==> src/rtl/core/plb_pkg.sv <==
// Shared types, codes and defaults for the positional list buffer.
package plb_pkg;

	localparam int DEPTH_DEF  = 16;
	localparam int DATA_W_DEF = 32;
	localparam int ACTION_W   = 3;
	localparam int POS_W      = 5;
	localparam int STATUS_W   = 2;

	// Command codes as they arrive on the action field
	typedef enum logic [ACTION_W-1:0] {
		ACT_INS_FRONT = 3'd0,
		ACT_INS_BACK  = 3'd1,
		ACT_INS_POS   = 3'd2,
		ACT_DEL_FRONT = 3'd3,
		ACT_DEL_BACK  = 3'd4,
		ACT_DEL_POS   = 3'd5,
		ACT_DUMP      = 3'd6
	} act_t;

	typedef enum logic [STATUS_W-1:0] {
		STAT_OK    = 2'd0,
		STAT_EMPTY = 2'd1,
		STAT_RANGE = 2'd2,
		STAT_FULL  = 2'd3
	} status_t;

	// Decoded command class and target
	typedef enum logic [1:0] {
		K_INS  = 2'd0,
		K_DEL  = 2'd1,
		K_DUMP = 2'd2,
		K_BAD  = 2'd3
	} kind_t;

	typedef enum logic [1:0] {
		W_FRONT = 2'd0,
		W_BACK  = 2'd1,
		W_POS   = 2'd2
	} where_t;

	typedef struct packed {
		kind_t              kind;
		where_t             where;
		logic [POS_W-1:0]   pos;
	} cmd_t;

endpackage

==> src/rtl/core/positional_list_buffer.sv <==
// Top level of the positional list buffer: command intake plus list engine.
//
// Ordered list of up to DEPTH signed words with insert front/back/after a
// 1-based position, delete front/back/at a 1-based position, and dump.
// Every command except a non-empty dump returns one result with last set;
// a dump returns one result per entry, front first, last set on the final
// one (an empty list dumps as a single empty status). Item is zero except
// in dump results. Insert and delete commands run at one item per clock
// while results are accepted, since the whole list is a row of registers
// that shifts as one. A dump holds the engine until every entry is sent:
// at each step it sends cell 0 and rotates the live entries by one place,
// so after the last step the list is back in order. A two-slot command
// queue sits between the intake and the engine. The engine has a single
// result register and takes the next command only when that register is
// empty or its item is accepted in the same cycle, so a stalled receiver
// stops the engine and, once both queue slots fill, drops cmd_ready. An
// accepted command goes through a queue slot and then the result register.
// No clearing pass after reset: entries are only read below the fill count.
module positional_list_buffer #(
	parameter int DEPTH      = plb_pkg::DEPTH_DEF,
	parameter int DATA_WIDTH = plb_pkg::DATA_W_DEF
) (
	input  logic                              clk,
	input  logic                              arst_n,
	input  logic                              cmd_valid,
	output logic                              cmd_ready,
	input  logic [plb_pkg::ACTION_W-1:0]      action,
	input  logic signed [DATA_WIDTH-1:0]      value,
	input  logic [plb_pkg::POS_W-1:0]         position,
	output logic                              res_valid,
	input  logic                              res_ready,
	output logic [plb_pkg::STATUS_W-1:0]      status,
	output logic signed [DATA_WIDTH-1:0]      item,
	output logic                              last
);
	import plb_pkg::*;

	// queued command between intake and engine
	logic                  q_valid;
	logic                  q_ready;
	cmd_t                  q_cmd;
	logic [DATA_WIDTH-1:0] q_value;

	plb_front #(
		.DATA_WIDTH(DATA_WIDTH)
	) u_front (
		.clk      (clk),
		.arst_n   (arst_n),
		.cmd_valid(cmd_valid),
		.cmd_ready(cmd_ready),
		.action   (action),
		.value    (value),
		.position (position),
		.q_valid  (q_valid),
		.q_ready  (q_ready),
		.q_cmd    (q_cmd),
		.q_value  (q_value)
	);

	// list engine with result register
	plb_back #(
		.DEPTH     (DEPTH),
		.DATA_WIDTH(DATA_WIDTH)
	) u_back (
		.clk      (clk),
		.arst_n   (arst_n),
		.q_valid  (q_valid),
		.q_ready  (q_ready),
		.q_cmd    (q_cmd),
		.q_value  (q_value),
		.res_valid(res_valid),
		.res_ready(res_ready),
		.status   (status),
		.item     (item),
		.last     (last)
	);

endmodule

==> src/rtl/core/plb_front.sv <==
// Command intake: decodes each item and holds it in a two-slot queue.
module plb_front #(
	parameter int DATA_WIDTH = plb_pkg::DATA_W_DEF
) (
	input  logic                              clk,
	input  logic                              arst_n,
	input  logic                              cmd_valid,
	output logic                              cmd_ready,
	input  logic [plb_pkg::ACTION_W-1:0]      action,
	input  logic signed [DATA_WIDTH-1:0]      value,
	input  logic [plb_pkg::POS_W-1:0]         position,
	output logic                              q_valid,
	input  logic                              q_ready,
	output plb_pkg::cmd_t                     q_cmd,
	output logic [DATA_WIDTH-1:0]             q_value
);
	import plb_pkg::*;

	cmd_t                  dec;
	cmd_t                  slot_cmd_q [2];
	logic [DATA_WIDTH-1:0] slot_val_q [2];
	logic                  wr_q;
	logic                  rd_q;
	logic [1:0]            fill_q;
	logic                  push;
	logic                  pop;

	always_comb begin
		dec.kind  = K_BAD;
		dec.where = W_FRONT;
		dec.pos   = position;
		case (act_t'(action))
			ACT_INS_FRONT: begin dec.kind = K_INS;  dec.where = W_FRONT; end
			ACT_INS_BACK:  begin dec.kind = K_INS;  dec.where = W_BACK;  end
			ACT_INS_POS:   begin dec.kind = K_INS;  dec.where = W_POS;   end
			ACT_DEL_FRONT: begin dec.kind = K_DEL;  dec.where = W_FRONT; end
			ACT_DEL_BACK:  begin dec.kind = K_DEL;  dec.where = W_BACK;  end
			ACT_DEL_POS:   begin dec.kind = K_DEL;  dec.where = W_POS;   end
			ACT_DUMP:      begin dec.kind = K_DUMP; end
			default:       begin dec.kind = K_BAD;  end
		endcase
	end

	assign cmd_ready = (fill_q != 2'd2);
	assign q_valid   = (fill_q != 2'd0);
	assign push      = cmd_valid && cmd_ready;
	assign pop       = q_valid && q_ready;
	assign q_cmd     = slot_cmd_q[rd_q];
	assign q_value   = slot_val_q[rd_q];

	always_ff @(posedge clk) begin
		if (push) begin
			slot_cmd_q[wr_q] <= dec;
			slot_val_q[wr_q] <= value;
		end
	end

	always_ff @(posedge clk or negedge arst_n) begin
		if (!arst_n) begin
			wr_q   <= 1'b0;
			rd_q   <= 1'b0;
			fill_q <= 2'd0;
		end else begin
			if (push) wr_q <= ~wr_q;
			if (pop)  rd_q <= ~rd_q;
			case ({push, pop})
				2'b10:   fill_q <= fill_q + 2'd1;
				2'b01:   fill_q <= fill_q - 2'd1;
				default: fill_q <= fill_q;
			endcase
		end
	end

endmodule

==> src/rtl/core/plb_back.sv <==
// List storage and command execution with a registered result stage.
module plb_back #(
	parameter int DEPTH      = plb_pkg::DEPTH_DEF,
	parameter int DATA_WIDTH = plb_pkg::DATA_W_DEF
) (
	input  logic                              clk,
	input  logic                              arst_n,
	input  logic                              q_valid,
	output logic                              q_ready,
	input  plb_pkg::cmd_t                     q_cmd,
	input  logic [DATA_WIDTH-1:0]             q_value,
	output logic                              res_valid,
	input  logic                              res_ready,
	output logic [plb_pkg::STATUS_W-1:0]      status,
	output logic signed [DATA_WIDTH-1:0]      item,
	output logic                              last
);
	import plb_pkg::*;

	localparam int CW   = $clog2(DEPTH + 1);
	localparam int CMPW = (CW > POS_W) ? CW : POS_W;

	typedef enum logic [1:0] {
		S_RUN  = 2'b01,
		S_DUMP = 2'b10
	} state_t;

	logic [DATA_WIDTH-1:0] cell_q [DEPTH];
	logic [CW-1:0]         count_q;
	logic [CW-1:0]         dix_q;
	state_t                state_q;
	logic                  res_valid_q;
	status_t               status_q;
	logic [DATA_WIDTH-1:0] item_q;
	logic                  last_q;

	logic                  adv;
	logic                  take;
	logic                  is_full;
	logic                  is_empty;
	logic                  pos_bad;
	logic [CW-1:0]         cnt_m1;
	status_t               stat;
	logic                  do_ins;
	logic                  do_del;
	logic                  do_dump;
	logic [CW-1:0]         k;
	logic                  ins_en;
	logic                  del_en;
	logic                  dump_step;
	logic                  rot;
	logic                  emit;
	logic                  dump_last;

	assign adv      = !res_valid_q || res_ready;
	assign q_ready  = (state_q == S_RUN) && adv;
	assign take     = q_valid && q_ready;
	assign is_full  = (count_q == CW'(DEPTH));
	assign is_empty = (count_q == '0);
	assign cnt_m1   = count_q - CW'(1);
	assign pos_bad  = (q_cmd.pos == '0) || (CMPW'(q_cmd.pos) > CMPW'(count_q));

	// classify against the current fill level
	always_comb begin
		stat    = STAT_OK;
		do_ins  = 1'b0;
		do_del  = 1'b0;
		do_dump = 1'b0;
		k       = '0;
		case (q_cmd.kind)
			K_INS: begin
				if (is_full) stat = STAT_FULL;
				else if (q_cmd.where == W_POS && pos_bad) stat = STAT_RANGE;
				else begin
					do_ins = 1'b1;
					case (q_cmd.where)
						W_BACK:  k = count_q;
						W_POS:   k = CW'(q_cmd.pos);
						default: k = '0;
					endcase
				end
			end
			K_DEL: begin
				if (is_empty) stat = STAT_EMPTY;
				else if (q_cmd.where == W_POS && pos_bad) stat = STAT_RANGE;
				else begin
					do_del = 1'b1;
					case (q_cmd.where)
						W_BACK:  k = cnt_m1;
						W_POS:   k = CW'(q_cmd.pos) - CW'(1);
						default: k = '0;
					endcase
				end
			end
			K_DUMP: begin
				if (is_empty) stat = STAT_EMPTY;
				else do_dump = 1'b1;
			end
			default: stat = STAT_RANGE;
		endcase
	end

	assign ins_en    = take && do_ins;
	assign del_en    = take && do_del;
	assign dump_step = (state_q == S_DUMP) && adv;
	assign rot       = (take && do_dump) || dump_step;
	assign emit      = take || dump_step;
	assign dump_last = (state_q == S_DUMP) ? (dix_q == cnt_m1) : (count_q == CW'(1));

	// Each cell picks from itself, its neighbors, the new word or cell 0.
	// A dump rotates the live part of the list so cell 0 always holds the
	// next entry to send; after count steps the order is back.
	for (genvar i = 0; i < DEPTH; i++) begin : g_cell
		localparam logic [CW-1:0] IDX = CW'(i);
		logic [DATA_WIDTH-1:0] prev_w;
		logic [DATA_WIDTH-1:0] next_w;
		if (i == 0) begin : g_p0
			assign prev_w = cell_q[i];
		end else begin : g_pn
			assign prev_w = cell_q[i-1];
		end
		if (i == DEPTH - 1) begin : g_nl
			assign next_w = cell_q[i];
		end else begin : g_nn
			assign next_w = cell_q[i+1];
		end

		always_ff @(posedge clk) begin
			if (ins_en) begin
				if (IDX == k) cell_q[i] <= q_value;
				else if (IDX > k) cell_q[i] <= prev_w;
			end else if (del_en) begin
				if (IDX >= k) cell_q[i] <= next_w;
			end else if (rot) begin
				if (IDX < cnt_m1) cell_q[i] <= next_w;
				else if (IDX == cnt_m1) cell_q[i] <= cell_q[0];
			end
		end
	end

	always_ff @(posedge clk or negedge arst_n) begin
		if (!arst_n) begin
			count_q     <= '0;
			dix_q       <= '0;
			state_q     <= S_RUN;
			res_valid_q <= 1'b0;
		end else begin
			if (ins_en) count_q <= count_q + CW'(1);
			else if (del_en) count_q <= cnt_m1;

			case (state_q)
				S_RUN: begin
					if (take && do_dump && !dump_last) begin
						state_q <= S_DUMP;
						dix_q   <= CW'(1);
					end
				end
				S_DUMP: begin
					if (dump_step) begin
						dix_q <= dix_q + CW'(1);
						if (dump_last) state_q <= S_RUN;
					end
				end
				default: state_q <= S_RUN;
			endcase

			if (emit) res_valid_q <= 1'b1;
			else if (res_ready) res_valid_q <= 1'b0;
		end
	end

	always_ff @(posedge clk) begin
		if (emit) begin
			if (rot) begin
				status_q <= STAT_OK;
				item_q   <= cell_q[0];
				last_q   <= dump_last;
			end else begin
				status_q <= stat;
				item_q   <= '0;
				last_q   <= 1'b1;
			end
		end
	end

	assign res_valid = res_valid_q;
	assign status    = status_q;
	assign item      = item_q;
	assign last      = last_q;

	a_count_bound: assert property (@(posedge clk) disable iff (!arst_n)
		count_q <= CW'(DEPTH))
		else $error("list count above depth");

	a_count_step: assert property (@(posedge clk) disable iff (!arst_n)
		(count_q == $past(count_q)) || (count_q == $past(count_q) + CW'(1)) ||
		(count_q == $past(count_q) - CW'(1)))
		else $error("list count moved by more than one");

	a_dump_index: assert property (@(posedge clk) disable iff (!arst_n)
		(state_q == S_DUMP) |-> (dix_q != '0) && (dix_q < count_q))
		else $error("dump index outside live entries");

	a_dump_hold: assert property (@(posedge clk) disable iff (!arst_n)
		(state_q == S_DUMP) |=> (count_q == $past(count_q)))
		else $error("list count changed during dump");

endmodule
==> config.mk <==
export PLATFORM = sky130hd
export DESIGN_NAME = positional_list_buffer
export DESIGN_NICKNAME = d
export VERILOG_FILES = /design/src/rtl/core/plb_pkg.sv /design/src/rtl/core/positional_list_buffer.sv /design/src/rtl/core/plb_front.sv /design/src/rtl/core/plb_back.sv
export SDC_FILE = /design/constraint.sdc
export NUM_CORES = 2
export LEC_CHECK = 0
export BUFFER_PORTS_ARGS = -buffer_cell sky130_fd_sc_hd__buf_2
export CAP_MARGIN = 20
export CORE_MARGIN = 2
export CORE_UTILIZATION = 44
export DETAILED_ROUTE_END_ITERATION = 16
export GPL_ROUTABILITY_DRIVEN = 0
export MAX_ROUTING_LAYER = met4
export PLACE_DENSITY = 0.59
export SYNTH_ARGS = -nofsm -noshare
export SYNTH_HDL_FRONTEND = slang
export SYNTH_SLANG_ARGS = --single-unit
==> constraint.sdc <==
create_clock -name clk -period 8.9 [get_ports clk]
set_input_delay 1.78 -clock clk [delete_from_list [all_inputs] [get_ports clk]]
set_output_delay 1.78 -clock clk [all_outputs]
set_load 0.02 [all_outputs]
After elaboration in Yosys (flattened, before gate mapping)
Memory sizes are Yosys's and may differ from the RTL's.
Index checks and enable logic that the tools add are counted.
{ "op_classes": {"add_sub_neg": 6, "n_lt_le_gt_ge": 49, "eq_ne": 51, "mux": 452, "bitwise": 66, "reduce_logical": 32} }
{ "ops": {"columns": ["cell", "count"], "rows": [
  ["two-way mux 32 bit", 64],
  ["two-way mux 1 bit", 365],
  ["equality test 4 x 5 -> 1 bit, first input constant", 16],
  ["bitwise OR 1 bit", 64],
  ["equality test 3 x 5 -> 1 bit, first input constant", 8],
  [">= comparator 4 x 5 -> 1 bit, first input constant", 8],
  ["> comparator 4 x 5 -> 1 bit, first input constant", 8],
  ["< comparator 4 x 5 -> 1 bit, first input constant", 8],
  ["two-way mux 5 bit", 8],
  ["one-hot mux 5 bit (2 select lines)", 4],
  ["equality test 2 x 5 -> 1 bit, first input constant", 4],
  [">= comparator 3 x 5 -> 1 bit, first input constant", 4],
  ["> comparator 3 x 5 -> 1 bit, first input constant", 4],
  ["zero test 5 bit", 4],
  ["< comparator 3 x 5 -> 1 bit, first input constant", 4],
  ["two-way mux 2 bit", 6],
  ["one-hot mux 2 bit (2 select lines)", 3],
  ["one-hot mux 2 bit (3 select lines)", 2],
  ["adder 5 x 1 -> 5 bit, second input constant", 2],
  ["equality test 1 x 5 -> 1 bit, first input constant", 2],
  [">= comparator 1 x 5 -> 1 bit, first input constant", 2],
  [">= comparator 2 x 5 -> 1 bit, first input constant", 2],
  ["> comparator 1 x 5 -> 1 bit, first input constant", 2],
  ["> comparator 2 x 5 -> 1 bit, first input constant", 2],
  ["other kinds (26)", 60]
]} }
{ "totals": {"register_bits": 52, "ramBits": 594, "inputBits": 44, "out_inout_bits": 37, "word_cells": 669, "n_memories": 3} }
{ "mem_list": {"columns": ["name", "depth", "word_bits", "read_ports", "rd_clocked_by_memory_dff", "wr", "line", "text"], "rows": [
  ["u_back.cell_q", 16, 32, 16, 0, 16, "plb_back.sv:28", "logic [DATA_WIDTH-1:0] cell_q [DEPTH];"],
  ["u_front.slot_val_q", 2, 32, 1, 0, 1, "plb_front.sv:21", "logic [DATA_WIDTH-1:0] slot_val_q [2];"],
  ["u_front.slot_cmd_q", 2, 9, 1, 0, 1, "plb_front.sv:20", "cmd_t slot_cmd_q [2];"]
]} }

Depth between registers and ports, before layout
An unclocked memory read counts as a cell.
{ "logic_depth": {"ltp_word": 16, "mapped_depth": 19, "ltp_nobuf": 11} }

Cells and area by module
A second synthesis with hierarchy kept.
{ "hier_totals": {"hier_cells": 3319, "area_unflattened_um2": 36403.7} }
{ "by_module_without_submodules": {"columns": ["module", "instances", "cells_per_inst", "area_each_um2", "seq_area_each_um2"], "rows": [
  ["plb_back", 1, 3166, 33181.8, 16752.3],
  ["plb_front", 1, 153, 3221.8, 2562.5]
]} }

Worst setup path after synthesis
No wires, ideal clock.
{ "synth_timing": {"kind": "reg-to-reg", "startpoint": "register u_front.rd_q", "endpoint": "memory u_back.cell_q[1][0] (netlist bit), enable pin", "setup_ps": 470, "arrival_ps": 6260, "t_required_ps": 8430, "path_slack_ps": 2170, "stages_incl_launch_ff": 18, "n_path_buf": 8, "synth_period_minus_slack_ps": 6730, "cell_sequence": "dfrtp_1 > buf_4 > buf_2 > buf_1 > buf_1 > mux2i_1 > inv_1 > ha_1 > clkbuf_1 > clkinv_1 > a21oi_1 > a211oi_4 > and2_1 > nand2_1 > buf_2 > clkbuf_1 > clkbuf_1 > o31ai_1"} }
{ "synth_rtl": {"columns": ["element", "line", "text"], "rows": [
  ["from (decl)", "plb_front.sv:23", "logic rd_q;"],
  ["from (signal assigned)", "plb_front.sv:65", "if (pop) rd_q <= ~rd_q;"],
  ["to (decl)", "plb_back.sv:28", null]
]} }

==> results.toml <==
[placed_design]
dp_cells = 3976
hpwlAfterDp_mm = 79.6
postPlaceCellArea_um2 = 36600
place_ws_ns = 2.52
port_buffers = 80

[floorplanning]
die_width_um = 286
core_um2 = 78900
rows = 103
die_area_um2 = 81900
die_y_um = 286
start_util_pct = 44.4
io_pins = 81

[synthesis]
synth_area_per_cell_um2 = 11.4
ys.flop_type = "edfxtp_1"
synthArstFlopShare_pct = 2.63
synth_area_leaders = "edfxtp_1 (54%), mux2i_1 (9.4%), a22oi_1 (4.2%)"
synth_top_area_share_pct = 53.9
ys_warn_count = 0
synth_fp_nets = 3141
synth_area_leader_cell = "edfxtp_1"
synth_seq_cells = 646
synth_cells = 3082
synthesis.area_um2 = 35000
synth_edf_count = 629
synth.distinct_cells = 81
seq_area_frac_synth_pct = 55.1

[routing]
postRouteAntennaNets = 0
dr.pass1.iters = 10
vias_per_cell = 7.15
drc = 0
vias = 29448
drt-total-wl_mm = 133
drt-initial-drc-count = 4914
avgRoutedWirePerCell_um = 32.3

[timing]
fin_crit_sh_pct = 73.3
rsz0062_at_grt = "no"
max-slew-margin-rel_pct = 11.9
setup_tns_ns = 0
finalSetupViolCount = 0
layout_min_cycle_time_ns = 6.53
setup_slack_ns = 2.37
slew_violations = 0
fin_skew_ns = 0.0189
worst_pin_slew_ns = 1.32
max_freq_ghz = 0.153
finalHoldViolCount = 0

[worst_setup_path]
crit_path_start = "u_front.rd_q$_DFFE_PN0P_"
start_kind = "flop"
cp.arrival_ns = 6.86
critical_path.endpoint_type = "flop"
crit_path_max_fanout = 40
r2r_start = "u_front.rd_q$_DFFE_PN0P_"
crit_required_ns = 9.24
critPathKind = "reg2reg"
r2r_cells = 12

[clock_network]
cts_hold_buf = 0
cts_tree = "done"
path_clk_slew_ns = 0.06
h-tree-depth = 3
cts_buffers = 77
cts_buffer_depth = 3
ctsRootBufferMaster = "clkbuf_16"
clk_latency_ns = 0.64
postCtsResizedCells = 0
cts.sinks = 646
post_cts_buffers = 0

[worst_hold_path]
hold_depth = 1
holdCritStartpoint = "u_front.fill_q[1]$_DFFE_PN0P_"
hp-class = "reg2reg"

[finish]
fin_nets = 3066
drive_gt1_share_pct = 13.2
final_cells = 4118
design_area_um2 = 39000
synthToLayoutAreaGrowth_pct = 11.4

[global_route]
grt_antenna_before_repair = 2
grt_pass1_wl_mm = 194
gr-total-overflow = 0
grt_pass1_vias = 29528
grt_max_degree = 74
grt_usage_pct = 32.8

[outcome]
status = "complete, no violations"

[flow_run]
timing.max_cap.violations = 0
[critical path: stages, from the launching register on]
cell      delay [ns]
dfrtp_4         0.84
mux2i_1         0.30
ha_1            0.56
clkinv_1        0.41
a21oi_1         0.38
a211oi_4        0.17
nand3_1         0.29
nand2_1         0.63
nor3_4          0.35
buf_4           0.67
a211o_1         0.94
buf_4           0.44
o221ai_1        0.19
[registers in the layout, summed over array words and instances (netlist names)]
name,cells
u_back.last,1
u_back.count_q,5
u_back.status,2
u_back.dix_q,5
u_back.res_valid,1
u_back.item,32
u_back.cell_q,512
u_front.rd_q,1
u_back.state_q,2
u_front.fill_q,2
u_front.slot_val_q,64
u_front.slot_cmd_q,18
u_front.wr_q,1
[layout by cell type (no fill, tap or decap), types with 62 or more instances in the layout]
master     synthesis  layout
nor2_1           134     118
a21oi_1           78      73
o31ai_1           67      64
o221ai_1         127     127
buf_2             55      80
o21ai_1          128     122
o21ai_0          225     217
inv_1            107     107
nand2_1          228     225
edfxtp_1         629     629
clkbuf_16          0      79
buf_4              3      86
mux2i_1          330     330
a221oi_1          62      62
a222oi_1          66      66
a22oi_1          197     197
[area by class of cell]
cell class	instances	area [µm²]
multi-input cells	2004	14500
diodes	3	7.51
inverters	109	409
flip-flops and latches	646	19300
repair buffers	169	1110
clock inverters	43	332
fillers	7043	39800
clock buffers	94	2030
well taps	1050	1310
[worst paths after layout]
check                      slack, ns                              to
min in group asynchronous       1.07   u_back.state_q[1]$_DFFE_PN0P_
max in group asynchronous       7.50   u_back.state_q[0]$_DFFE_PN1P_
setup / recovery                2.37  u_back.cell_q[0][36]$_DFFE_PP_
setup reg to reg                2.37  u_back.cell_q[0][36]$_DFFE_PP_
hold / removal                  0.51   u_front.fill_q[1]$_DFFE_PN0P_
hold reg to reg                 0.51   u_front.fill_q[1]$_DFFE_PN0P_
[layer usage]
metal	vias up	track usage, %	share of wire, %
li1	12065	-	-
met1	14517	42.6	38
met2	2392	48.1	44
met3	474	7.79	13
met4	0	16.1	5.3
met5	-	-	0
[Yosys cell counts, types with 9 or more instances]
| library cell | number |
|---|---|
| o31ai_1 | 67 |
| inv_1 | 107 |
| clkbuf_1 | 250 |
| a222oi_1 | 66 |
| a21oi_1 | 78 |
| xor2_1 | 9 |
| dfrtp_1 | 16 |
| edfxtp_1 | 629 |
| nor2_1 | 134 |
| o21ai_0 | 225 |
| nand2_1 | 228 |
| a221oi_1 | 62 |
| nand3_1 | 44 |
| mux2i_1 | 330 |
| o221ai_1 | 127 |
| o21ai_1 | 128 |
| buf_1 | 15 |
| o211ai_1 | 35 |
| nor3_1 | 45 |
| a22oi_1 | 197 |
| nand2b_1 | 13 |
| a32oi_1 | 34 |
| buf_2 | 55 |
| mux2_2 | 35 |
| ha_1 | 15 |
| xnor2_1 | 15 |
| and2_1 | 11 |
[through the flow]
stage               hold slack [ns]  util [%]
floorplan                     0.461         -
global placement              0.484      46.4
CTS                           0.519      49.4
finish                        0.513      49.5
global route                  0.538      49.5
detailed placement            0.509      46.4
[cell families after synthesis]
family / Yosys count / synth area share, %
AND/OR/NAND/NOR: 523 / 6.62
AO/OA/AOI/OAI: 1075 / 21.6
adder cells (fa/ha/maj): 15 / 0.536
XOR/XNOR: 25 / 0.646
buffers and inverters: 432 / 4.86
flip-flops: 646 / 55.1
multiplexers: 366 / 10.6
Power is left out: the tool's default activity adds up to more than one toggle a clock period on the data nets, which glitch-free logic cannot reach.
